===== src/rtl/core/wgm_pkg.sv =====
// ----------------------------------------------------------------------------
// Wildcard glob matcher package
// Shared word modes, command bundle and pattern symbol constants.
// ----------------------------------------------------------------------------
package wgm_pkg;

  // Mode field of an input word.
  typedef enum logic [1:0] {
    MODE_APPEND = 2'd0,
    MODE_TEXT   = 2'd1,
    MODE_FINISH = 2'd2,
    MODE_CLEAR  = 2'd3
  } mode_t;

  // Decoded command for the word being executed this cycle; all flags are
  // low when no word is executed.
  typedef struct packed {
    logic       append;
    logic       text;
    logic       finish;
    logic       clear;
    logic [7:0] symbol;
  } cmd_t;

  localparam logic [7:0] SYM_STAR = 8'h2A;
  localparam logic [7:0] SYM_ANY  = 8'h3F;

endpackage


===== src/rtl/core/wgm_pattern_store.sv =====
// ----------------------------------------------------------------------------
// Wildcard glob matcher pattern store
// Holds the pattern bytes, pattern length, start row and overflow flag.
// ----------------------------------------------------------------------------
module wgm_pattern_store
  import wgm_pkg::*;
#(
  parameter int MAX_PATTERN = 32,
  localparam int LEN_W = $clog2(MAX_PATTERN + 1),
  localparam int IDX_W = (MAX_PATTERN > 1) ? $clog2(MAX_PATTERN) : 1,
  localparam int ROW_W = MAX_PATTERN + 1
) (
  input  logic                        clk,
  input  logic                        rst_n,
  input  cmd_t                        cmd,
  output logic [MAX_PATTERN-1:0][7:0] pat_bytes,
  output logic [LEN_W-1:0]            pat_len,
  output logic                        pat_full,
  output logic [ROW_W-1:0]            start_row_nxt,
  output logic                        overflow
);

  logic [MAX_PATTERN-1:0][7:0] bytes_r;
  logic [LEN_W-1:0]            len_r, len_nxt;
  logic [ROW_W-1:0]            start_row_r;
  logic                        overflow_r, overflow_nxt;
  logic                        wr_en;

  assign pat_full = (len_r == LEN_W'(MAX_PATTERN));

  // A taken append sets the start row bit just past the old end: a star
  // carries the previous bit forward, any other byte cannot match empty text.
  always_comb begin
    len_nxt       = len_r;
    overflow_nxt  = overflow_r;
    start_row_nxt = start_row_r;
    wr_en         = 1'b0;
    priority if (cmd.clear) begin
      len_nxt       = '0;
      overflow_nxt  = 1'b0;
      start_row_nxt = ROW_W'(1);
    end else if (cmd.append) begin
      if (pat_full) begin
        overflow_nxt = 1'b1;
      end else begin
        len_nxt = len_r + LEN_W'(1);
        wr_en   = 1'b1;
        for (int j = 1; j <= MAX_PATTERN; j++) begin
          if (len_r == LEN_W'(j - 1)) begin
            start_row_nxt[j] = (cmd.symbol == SYM_STAR) && start_row_r[j-1];
          end
        end
      end
    end
  end

  always_ff @(posedge clk) begin
    if (!rst_n) begin
      len_r       <= '0;
      overflow_r  <= 1'b0;
      start_row_r <= ROW_W'(1);
    end else begin
      len_r       <= len_nxt;
      overflow_r  <= overflow_nxt;
      start_row_r <= start_row_nxt;
    end
  end

  always_ff @(posedge clk) begin
    if (wr_en) begin
      bytes_r[len_r[IDX_W-1:0]] <= cmd.symbol;
    end
  end

  assign pat_bytes = bytes_r;
  assign pat_len   = len_r;
  assign overflow  = overflow_r;

endmodule


===== src/rtl/core/wgm_match_row.sv =====
// ----------------------------------------------------------------------------
// Wildcard glob matcher match row
// Holds the match row and advances it by one text byte per cycle.
// ----------------------------------------------------------------------------
module wgm_match_row
  import wgm_pkg::*;
#(
  parameter int MAX_PATTERN = 32,
  localparam int LEN_W = $clog2(MAX_PATTERN + 1),
  localparam int ROW_W = MAX_PATTERN + 1
) (
  input  logic                        clk,
  input  logic                        rst_n,
  input  cmd_t                        cmd,
  input  logic [MAX_PATTERN-1:0][7:0] pat_bytes,
  input  logic [LEN_W-1:0]            pat_len,
  input  logic                        pat_full,
  input  logic [ROW_W-1:0]            start_row_nxt,
  output logic [ROW_W-1:0]            match_row
);

  logic [ROW_W-1:0] row_r, row_nxt, step_row;
  logic             reload;

  // Positions past the pattern end stay clear. A star position ORs in its
  // left neighbour of the new row, so the stars form a ripple chain.
  always_comb begin
    step_row[0] = 1'b0;
    for (int j = 1; j <= MAX_PATTERN; j++) begin
      if (pat_bytes[j-1] == SYM_STAR) begin
        step_row[j] = (LEN_W'(j) <= pat_len) && (step_row[j-1] || row_r[j]);
      end else begin
        step_row[j] = (LEN_W'(j) <= pat_len) && row_r[j-1] &&
                      ((pat_bytes[j-1] == SYM_ANY) || (pat_bytes[j-1] == cmd.symbol));
      end
    end
  end

  assign reload = cmd.clear || cmd.finish || (cmd.append && !pat_full);

  always_comb begin
    row_nxt = row_r;
    priority if (reload) begin
      row_nxt = start_row_nxt;
    end else if (cmd.text) begin
      row_nxt = step_row;
    end
  end

  always_ff @(posedge clk) begin
    if (!rst_n) begin
      row_r <= ROW_W'(1);
    end else begin
      row_r <= row_nxt;
    end
  end

  assign match_row = row_r;

endmodule


===== src/rtl/core/wildcard_glob_matcher_unit.sv =====
// ----------------------------------------------------------------------------
// Wildcard glob matcher unit
// Whole-string glob matching of a byte stream against a loaded pattern.
// ----------------------------------------------------------------------------
// Usage: every input word carries a mode and a symbol. Mode append adds the
// symbol to the pattern, mode text feeds one text byte, mode finish ends the
// text and mode clear empties the pattern. In the pattern, '*' matches any
// run of bytes, the empty run included, and '?' matches any single byte.
// Only a finish word produces a result word, carrying the match verdict and
// a flag saying that pattern bytes were dropped since the last clear.
// Both channels use valid and stall; a word moves on a rising edge where
// valid is high and stall is low.
// Timing: a word is registered on acceptance and executed in the following
// cycle, unless a stall holds a finish word; the finish loads the result
// register, which offers the result word. One word is taken every cycle
// while in_stall is low; the limit is the row update, a byte compare per
// pattern position and an OR chain over the star positions.
// Stalling: while the result register is full and stalled, a finish word
// waits in the input register and in_stall rises; other words still run.
// Reset: synchronous, active low. It empties the pattern, clears the
// overflow flag and discards any word in flight. No clearing pass is needed.
// ----------------------------------------------------------------------------
module wildcard_glob_matcher_unit
  import wgm_pkg::*;
#(
  parameter int MAX_PATTERN = 32
) (
  input  logic       clk,
  input  logic       rst_n,
  input  logic       in_valid,
  output logic       in_stall,
  input  logic [1:0] in_mode,
  input  logic [7:0] in_symbol,
  output logic       out_valid,
  input  logic       out_stall,
  output logic       out_matched,
  output logic       out_pattern_overflow
);

  localparam int LEN_W = $clog2(MAX_PATTERN + 1);
  localparam int ROW_W = MAX_PATTERN + 1;

  // Input register.
  logic       item_valid_r, item_valid_nxt;
  logic [1:0] item_mode_r;
  logic [7:0] item_symbol_r;
  mode_t      item_mode;

  // Result register.
  logic out_valid_r, out_valid_nxt;
  logic out_matched_r, out_overflow_r;

  logic in_accept, out_free, item_fire;
  cmd_t cmd;

  logic [MAX_PATTERN-1:0][7:0] pat_bytes;
  logic [LEN_W-1:0]            pat_len;
  logic                        pat_full;
  logic [ROW_W-1:0]            start_row_nxt;
  logic                        overflow;
  logic [ROW_W-1:0]            match_row;

  assign item_mode = mode_t'(item_mode_r);

  // The result register can take a word when it is empty or being drained.
  // Only a finish word needs it; every other word executes unconditionally.
  assign out_free  = !out_valid_r || !out_stall;
  assign item_fire = item_valid_r && ((item_mode != MODE_FINISH) || out_free);
  assign in_stall  = item_valid_r && !item_fire;
  assign in_accept = in_valid && !in_stall;

  always_comb begin
    cmd        = '0;
    cmd.symbol = item_symbol_r;
    if (item_fire) begin
      unique case (item_mode)
        MODE_APPEND: cmd.append = 1'b1;
        MODE_TEXT:   cmd.text   = 1'b1;
        MODE_FINISH: cmd.finish = 1'b1;
        MODE_CLEAR:  cmd.clear  = 1'b1;
        default:     cmd        = '0;
      endcase
    end
  end

  always_comb begin
    item_valid_nxt = item_valid_r;
    priority if (in_accept) begin
      item_valid_nxt = 1'b1;
    end else if (item_fire) begin
      item_valid_nxt = 1'b0;
    end
  end

  always_comb begin
    out_valid_nxt = out_valid_r;
    priority if (cmd.finish) begin
      out_valid_nxt = 1'b1;
    end else if (!out_stall) begin
      out_valid_nxt = 1'b0;
    end
  end

  always_ff @(posedge clk) begin
    if (!rst_n) begin
      item_valid_r <= 1'b0;
      out_valid_r  <= 1'b0;
    end else begin
      item_valid_r <= item_valid_nxt;
      out_valid_r  <= out_valid_nxt;
    end
  end

  always_ff @(posedge clk) begin
    if (in_accept) begin
      item_mode_r   <= in_mode;
      item_symbol_r <= in_symbol;
    end
    // The verdict is read from the row before the finish reloads it.
    if (cmd.finish) begin
      out_matched_r  <= match_row[pat_len];
      out_overflow_r <= overflow;
    end
  end

  wgm_pattern_store #(
    .MAX_PATTERN (MAX_PATTERN)
  ) u_store (
    .clk           (clk),
    .rst_n         (rst_n),
    .cmd           (cmd),
    .pat_bytes     (pat_bytes),
    .pat_len       (pat_len),
    .pat_full      (pat_full),
    .start_row_nxt (start_row_nxt),
    .overflow      (overflow)
  );

  wgm_match_row #(
    .MAX_PATTERN (MAX_PATTERN)
  ) u_row (
    .clk           (clk),
    .rst_n         (rst_n),
    .cmd           (cmd),
    .pat_bytes     (pat_bytes),
    .pat_len       (pat_len),
    .pat_full      (pat_full),
    .start_row_nxt (start_row_nxt),
    .match_row     (match_row)
  );

  assign out_valid            = out_valid_r;
  assign out_matched          = out_matched_r;
  assign out_pattern_overflow = out_overflow_r;

`ifndef ASSERT_OFF
  // The pattern length never passes the store capacity.
  a_len_bounded: assert property (@(posedge clk) disable iff (!rst_n)
    pat_len <= LEN_W'(MAX_PATTERN))
    else $error("pattern length beyond capacity");

  // Bytes can only have been dropped once the store is full.
  a_overflow_full: assert property (@(posedge clk) disable iff (!rst_n)
    overflow |-> pat_full)
    else $error("overflow flagged with room left");

  // The empty pattern always matches the empty text.
  a_start_bit0: assert property (@(posedge clk) disable iff (!rst_n)
    start_row_nxt[0])
    else $error("start row lost its first bit");

  // A finish word always yields a result on the following edge.
  a_finish_result: assert property (@(posedge clk) disable iff (!rst_n)
    cmd.finish |=> out_valid_r)
    else $error("finish word produced no result");
`endif

endmodule

===== config.mk =====
export PLATFORM = sky130hd
export DESIGN_NAME = wildcard_glob_matcher_unit
export DESIGN_NICKNAME = d
export VERILOG_FILES = /design/src/rtl/core/wgm_pkg.sv /design/src/rtl/core/wgm_pattern_store.sv /design/src/rtl/core/wgm_match_row.sv /design/src/rtl/core/wildcard_glob_matcher_unit.sv
export SDC_FILE = /design/constraint.sdc
export NUM_CORES = 1
export LEC_CHECK = 0
export BUFFER_PORTS_ARGS = -buffer_cell sky130_fd_sc_hd__buf_2
export CORE_MARGIN = 1
export CORE_UTILIZATION = 35
export CTS_BUF_LIST = sky130_fd_sc_hd__clkbuf_8
export DETAILED_ROUTE_END_ITERATION = 8
export GPL_ROUTABILITY_DRIVEN = 0
export SLEW_MARGIN = 30
export SYNTH_ARGS = -nofsm -noshare
export SYNTH_HDL_FRONTEND = slang
export SYNTH_HIERARCHICAL = 1
export SYNTH_SLANG_ARGS = --single-unit

===== constraint.sdc =====
create_clock -name clk -period 4.25 [get_ports clk]
set_clock_uncertainty 0.2 [all_clocks]
set_input_delay 0.85 -clock clk [delete_from_list [all_inputs] [get_ports clk]]
set_output_delay 0.85 -clock clk [all_outputs]
set_load 0.01 [all_outputs]

==> results.md, run 1 <==
* Outcome: complete, no violations
* Clock slew at reported path FFs at 60 ps
* Comb pwr share at 6.3%
* Worst Min Path Start: in_symbol[1]
* CP Launch Point: u_store/pat_len[3]
* Clk_lat worst skew at 670 ps
* Avg Vias per Cell at 5.71
* Area Overhead vs Synth at 10.3%
* Kind of critical path: flop to flop
* Antenna Diode Count at 0
* Post-Syn Instances at 1,709
* Share of power burned in registers at 52.8%
* Global-route wire length before repair at 81.7 mm
* # fillers at 5,057
* Iter 0 DRT Violations at 1,293
* Static Leak at 6.52 nW
* Final setup viols at 0
* DR WL/cell at 21.0 um
* Number of antenna violations at the first check in global routing at 0
* Post-cts hold buffer count at 0
* RSZ-0062 raised after global routing: no
* Cells along the critical path: or4_4 > o311ai_1 > a211oi_1 > o31a_1 > o21ai_1 > a31oi_1 > o22ai_1 > nor2_1 > o311a_1
* Most common cell in the netlist: edfxtp_1
* Rel. slew slack at 33.3%
* Arr. time, crit path at 4160 ps
* Ys flop type: edfxtp_1
* Total CTS buffers at 59
* Switching share of total power at 23.8%
* DIE AREA at 0.0542 mm2
* Global route overflow at 0
* Chip width at 233 um
* Gr usage total at 19.4%
* FF-to-FF setup slack at 440 ps
* Fin crit period at 3810 ps
* Flop and latch count out of synthesis at 343
* Worst Path Required at 4590 ps
* Setup ws final at 435 ps
* Max Transition Viols Final at 0
* Post-Syn Area at 0.0187 mm2
* Final Cell Area at 0.0206 mm2
* Worst-path maximum fanout at 29
* WHS Endpoint: item_symbol_r[1]
* Final hold violations at 0
* Syn_area_per_cell at 10.9 um2
* CTS tree: done
* Synthesized Nets at 1,727
* Share of cells above drive strength 1 at 10.5%
* Post-CTS sizing at 0
* Peak Freq at 0.262 GHz
* Nature of the critical path endpoint: flop
* Cell-internal power at 5.29 mW
* Post-synth EDFFs at 268
* Non-Filler Instances at 2,471
* Synth top area cells: edfxtp_1, xnor2_1, dfxtp_1
* Netlist cell types at 99
* Reg2reg end: u_row/match_row[17]
* Largest net degree at the start of global routing at 66
* Std cell rows at 84
* Post-synth top area cell: edfxtp_1
* Tcrit/Tclk final at 89.8%
* Share of the synthesized area in the top cell type at 43.1%
* Placed Area at 0.0194 mm2
* Routed WL at 51.9 mm
* Inst Count DP at 2,361
* Pre-CTS setup slack at 535 ps
* Starting Density at 35.4%
* Antenna viol nets, final at 0
* Buffers on Ports at 17
* DR DRC count at 0
* Worst r2r src: u_store/pat_len[3]
* Multi-input combinational cell area at 0.00842 mm2
* Worst-margin pin slew at 1000 ps
* Die H at 233 um
* Setup crit start kind: flop
* Io pins at 18
* Setup bufs post-CTS at 0
* Number of global-route vias before repair at 14,000
* Sequential element share of the synthesized area at 51.2%
* R2R cell count at 9
* Peak supply drop at 216 uV
* Root buffer selected by CTS: clkbuf_8
* HPWL Detailed at 33.8 mm
* Post-synthesis async set-or-reset flop share at 0%
* Worst Hold Depth at 1
* Clock H-tree levels at 2
* Clk pwr share at 40.9%
* Crit-path max cell delay at 640 ps
* Sw Pwr at 1.66 mW
* DR pass1 iterations at 5
* Seq. cell area at 0.00955 mm2
* Ys Warns at 6
* Total number of vias at 14,100
* Core area at 0.0527 mm2
* Clk sinks at 343
* Deepest clock path buffer count at 3
* Setup_tns at 0 ps
* CP max-delay cell: or4_4
* Ranking of synthesized cells by instance count: edfxtp_1, xnor2_1, nor2_1, a21oi_1, nand4_1
* # Max-Cap Violations at 0
* Fin nets at 1,752
* Min-delay worst type: primary input to flop
* Power Density at 338 mW/mm2
flip-flops by register name (all words and copies together), names as in the netlist:
register	count
out_pattern_overflow	1
out_valid	1
item_symbol_r	8
out_matched	1
item_valid_r	1
u_store/pat_bytes	256
u_row/match_row	33
u_store/start_row_r	33
u_store/pat_len	6
u_store/overflow	1
item_mode	2
area by class of cell:
cell class	count	area share (%)
Sequential cell	343	46.4
Multi-Input combinational cell	1246	40.9
Clock buffer	67	4.48
Tap cell	688	4.18
Timing Repair Buffer	62	2.60
Clock inverter	43	0.979
Inverter	22	0.401
kinds of logic (layout without fill, tap and decap cells):
group / after synthesis / after routing / share of synthesized area, %
flops: 343 / 343 / 51.2
xor+xnor: 258 / 258 / 12.1
mux: 14 / 14 / 1.22
simple gates: 615 / 615 / 19.0
fa+ha+maj: 4 / 4 / 0.268
buf+inv: 120 / 194 / 3.81
compound gates: 355 / 355 / 12.4
worst max-delay path by stage:
stage / to / slack (ps) / cells past startpoint
6_report: u_row/match_row[17] / 440 / 9
5_1_grt: u_row/match_row[26] / 270 / 13
4_1_cts: u_row/match_row[21] / 500 / 13
3_5_place_dp: u_row/match_row[26] / 530 / 13
3_3_place_gp: u_row/match_row[21] / 580 / 10
2_1_floorplan: u_row/match_row[26] / 700 / 16
critical path, delay by kind of cell, from the launching register on:
family           cells  cell delay [ps]
AO/OA/AOI/OAI        7             2240
flip-flops           1              510
AND/OR/NAND/NOR      2              710
cell usage in the layout, fill, tap and decap left out, types with 35 or more instances in the layout:
master    instances
edfxtp_1        268
xnor2_1         200
nor2_1          119
a21oi_1         115
nand4_1         113
nand2_1          95
o21ai_0          82
dfxtp_1          72
clkbuf_8         67
xor2_1           58
inv_1            51
nand3_1          44
buf_4            36
nor3_1           35
layer usage:
layer / track usage (%) / vias to the layer above / part of all wire, %
met2: 30.9 / 501 / 46
met3: 3.21 / 114 / 6.5
met4: 7.82 / 0 / 3.0
met5: 0 / - / 0
li1: - / 6512 / -
met1: 26.1 / 6977 / 44
metrics by stage:
| step | power [mW] | hold WS [ps] | utilization, % |
|---|---|---|---|
| final | 6.95 | 156 | 39.1 |
| after global routing | 7.20 | 134 | 39.1 |
| after CTS | 7.03 | 98.7 | 39.1 |
| after detailed placement | 4.18 | 244 | 36.9 |
| after global placement | 4.17 | 247 | 36.9 |
| after floorplan | 4.05 | 209 | - |
power groups by stage:
stage | Sequential (mW) | Combinational [mW] | Clock [mW]
after global routing | 3.67 | 0.477 | 3.05
after floorplan | 3.74 | 0.302 | 0
final | 3.67 | 0.439 | 2.84
after CTS | 3.67 | 0.443 | 2.92
after global placement | 3.74 | 0.434 | 0
after detailed placement | 3.74 | 0.441 | 0
(Power assumes the default switching activity.)
==> run 2: changes to the inputs <==
--- a/config.mk
+++ b/config.mk
@@ -6,11 +6,14 @@
 export NUM_CORES = 1
 export LEC_CHECK = 0
 export BUFFER_PORTS_ARGS = -buffer_cell sky130_fd_sc_hd__buf_2
+export CELL_PAD_IN_SITES_DETAIL_PLACEMENT = 0
+export CELL_PAD_IN_SITES_GLOBAL_PLACEMENT = 1
 export CORE_MARGIN = 1
-export CORE_UTILIZATION = 35
+export CORE_UTILIZATION = 50
 export CTS_BUF_LIST = sky130_fd_sc_hd__clkbuf_8
 export DETAILED_ROUTE_END_ITERATION = 8
 export GPL_ROUTABILITY_DRIVEN = 0
+export PLACE_DENSITY_LB_ADDON = 0.1
 export SLEW_MARGIN = 30
 export SYNTH_ARGS = -nofsm -noshare
 export SYNTH_HDL_FRONTEND = slang
==> run 2 against run 1 <==
  * Sequential power about the same
  * Worst hold slack better by 3.6 ps
  * Utilization up 17 points
  * Clock power up 8.1%
  * Count of clock-buffer cells in the layout down 7
  * Global-route usage up 8.2 points
  * Via count down 0.21%
  * Sequential share of layout area down 0.26 points
  * Die area down 30%
  * Combinational power up 2%
  * Critical path type unchanged
==> results.md, run 2 (synthesis results as in run 1) <==
* Outcome: complete, no violations
* Routed WL at 52.1 mm (+0.25%)
* Global route overflow at 0 (unchanged)
* # fillers at 3,196 (-37%)
* Post-cts hold buffer count at 0 (unchanged)
* Antenna Diode Count at 0 (unchanged)
* Clk sinks at 343 (unchanged)
* HPWL Detailed at 35.5 mm (+5.1%)
* Largest net degree at the start of global routing at 53 (-20%)
* Worst r2r src: item_symbol_r[6]
* DIE AREA at 0.0381 mm2 (-30%)
* Placed Area at 0.0195 mm2 (+0.24%)
* R2R cell count at 12 (+3)
* Min-delay worst type: primary input to flop
* Worst-path maximum fanout at 35 (+21%)
* Seq. cell area at 0.00955 mm2 (unchanged)
* Peak supply drop at 234 uV (+8.2%)
* Io pins at 18 (unchanged)
* Most frequent cells in the layout: edfxtp_1, xnor2_1, nor2_1, a21oi_1, nand4_1
* Clock slew at reported path FFs at 60 ps (about the same)
* Worst Min Path Start: in_symbol[6]
* CTS tree: done
* CP max-delay cell: nor4_1
* Rel. slew slack at 28.1% (-5.2 points)
* Crit-path max cell delay at 550 ps (-90 ps)
* Max Transition Viols Final at 0 (unchanged)
* Peak Freq at 0.260 GHz (-0.95%)
* # Max-Cap Violations at 0 (unchanged)
* Global-route wire length before repair at 80.6 mm (-1.2%)
* Number of global-route vias before repair at 13,600 (-3.4%)
* Arr. time, crit path at 4240 ps (+80 ps)
* Share of cells above drive strength 1 at 12.7% (+2.2 points)
* Deepest clock path buffer count at 3 (unchanged)
* Total CTS buffers at 59 (unchanged)
* Nature of the critical path endpoint: flop
* Iter 0 DRT Violations at 1,285 (-0.62%)
* Setup_tns at 0 ps (unchanged)
* Reg2reg end: u_row/match_row[21]
* Std cell rows at 70 (-17%)
* Final hold violations at 0 (unchanged)
* WHS Endpoint: item_symbol_r[6]
* DR WL/cell at 22.7 um (+8.2%)
* Kind of critical path: flop to flop
* Buffers on Ports at 17 (unchanged)
* Static Leak at 6.71 nW (+3.0%)
* Core area at 0.0367 mm2 (-30%)
* Final setup viols at 0 (unchanged)
* Final Cell Area at 0.0207 mm2 (+0.55%)
* Setup crit start kind: flop
* RSZ-0062 raised after global routing: no
* Gr usage total at 27.6% (+8.2 points)
* Avg Vias per Cell at 6.15 (+7.7%)
* Die H at 195 um (-16%)
* DR pass1 iterations at 6 (+1)
* Starting Density at 50.8% (+15 points)
* Most common cell after layout, fill and taps aside: edfxtp_1
* Worst Path Required at 4640 ps (+50 ps)
* Post-CTS sizing at 0 (unchanged)
* Number of antenna violations at the first check in global routing at 0 (unchanged)
* Most frequent CP cell: o221ai_1
* Fin nets at 1,793 (+2.3%)
* Antenna viol nets, final at 0 (unchanged)
* Worst path buffer plus inverter count at 1 (+1)
* Power Density at 348 mW/mm2 (+2.9%)
* Setup bufs post-CTS at 0 (unchanged)
* Total number of vias at 14,100 (-0.21%)
* FF-to-FF setup slack at 400 ps (-40 ps)
* Multi-input combinational cell area at 0.00842 mm2 (about the same)
* Root buffer selected by CTS: clkbuf_8
* Fin crit period at 3850 ps (+36.4 ps)
* Area Overhead vs Synth at 10.9%
* Clock H-tree levels at 2 (unchanged)
* Max FFs per register at 256 (unchanged)
* Worst Hold Depth at 1 (unchanged)
* Chip width at 195 um (-16%)
* Cells along the critical path: buf_12 > xor2_1 > nor4_1 > nand2_1 > a21boi_0 > a311o_1 > o211ai_1 > a31o_2 > a31oi_1 > o221ai_1 > o221ai_1 > o211a_1
* Worst-margin pin slew at 1080 ps (+78.6 ps)
* Kind of cell adding the most delay to the critical path: compound AO/OA/AOI/OAI gates
* Clk_lat worst skew at 680 ps (about the same)
* Tcrit/Tclk final at 90.6% (+0.86 points)
* DR DRC count at 0 (unchanged)
[run 2: worst reg2reg max path, delay by kind of cell, from the launching register on]
family | cells | cell delay (ps)
buffers and inverters | 1 | 200
AO/OA/AOI/OAI | 8 | 2090
flip-flops | 1 | 410
XOR/XNOR | 1 | 230
AND/OR/NAND/NOR | 2 | 660
[run 2: metrics by stage]
| stage | setup slack [ps] | utilization, % | std cells | total power, mW | hold WS, ps |
|---|---|---|---|---|---|
| floorplan | 702 | - | 1709 | 4.05 | 209 |
| global placement | 597 | 53.1 | 2182 | 4.18 | 223 |
| detailed placement | 525 | 53.1 | 2182 | 4.19 | 227 |
| CTS | 480 | 56.4 | 2289 | 7.26 | 105 |
| global route | 142 | 56.4 | 2289 | 7.44 | 109 |
| finish | 399 | 56.4 | 2289 | 7.19 | 159 |
[run 2: how the worst max path moves through the flow]
stage                          start             endpoint  slack (ps)  depth (start not counted)
floorplan           item_symbol_r[7]  u_row/match_row[26]         700                         16
global placement    item_symbol_r[4]  u_row/match_row[30]         600                         12
detailed placement  item_symbol_r[4]  u_row/match_row[26]         530                         12
CTS                 item_symbol_r[6]  u_row/match_row[21]         480                         12
global route        item_symbol_r[4]  u_row/match_row[17]         140                         12
finish              item_symbol_r[6]  u_row/match_row[21]         400                         12
[run 2: area by class of cell]
type | count | area share, %
multi-input combinational | 1246 | 40.7
clock inverter | 47 | 1.76
sequential | 343 | 46.2
clock buffer | 60 | 3.99
timing repair buffer | 103 | 4.14
inverter | 22 | 0.399
tap | 468 | 2.83
[run 2: where the power goes]
part           leakage (nW)  internal [mW]  switching (mW)
combinational          3.01          0.177           0.270
clock                 0.671           1.68            1.39
sequential             3.03           3.64          0.0398
[run 2: routing by layer]
| layer | vias up | global-route usage (%) | wire, um |
|---|---|---|---|
| met2 | 437 | 42.9 | 23700 |
| li1 | 6587 | - | - |
| met1 | 6964 | 39.3 | 24000 |
| met3 | 86 | 3.99 | 2950 |
| met5 | - | 0 | 0 |
| met4 | 0 | 10.1 | 1470 |
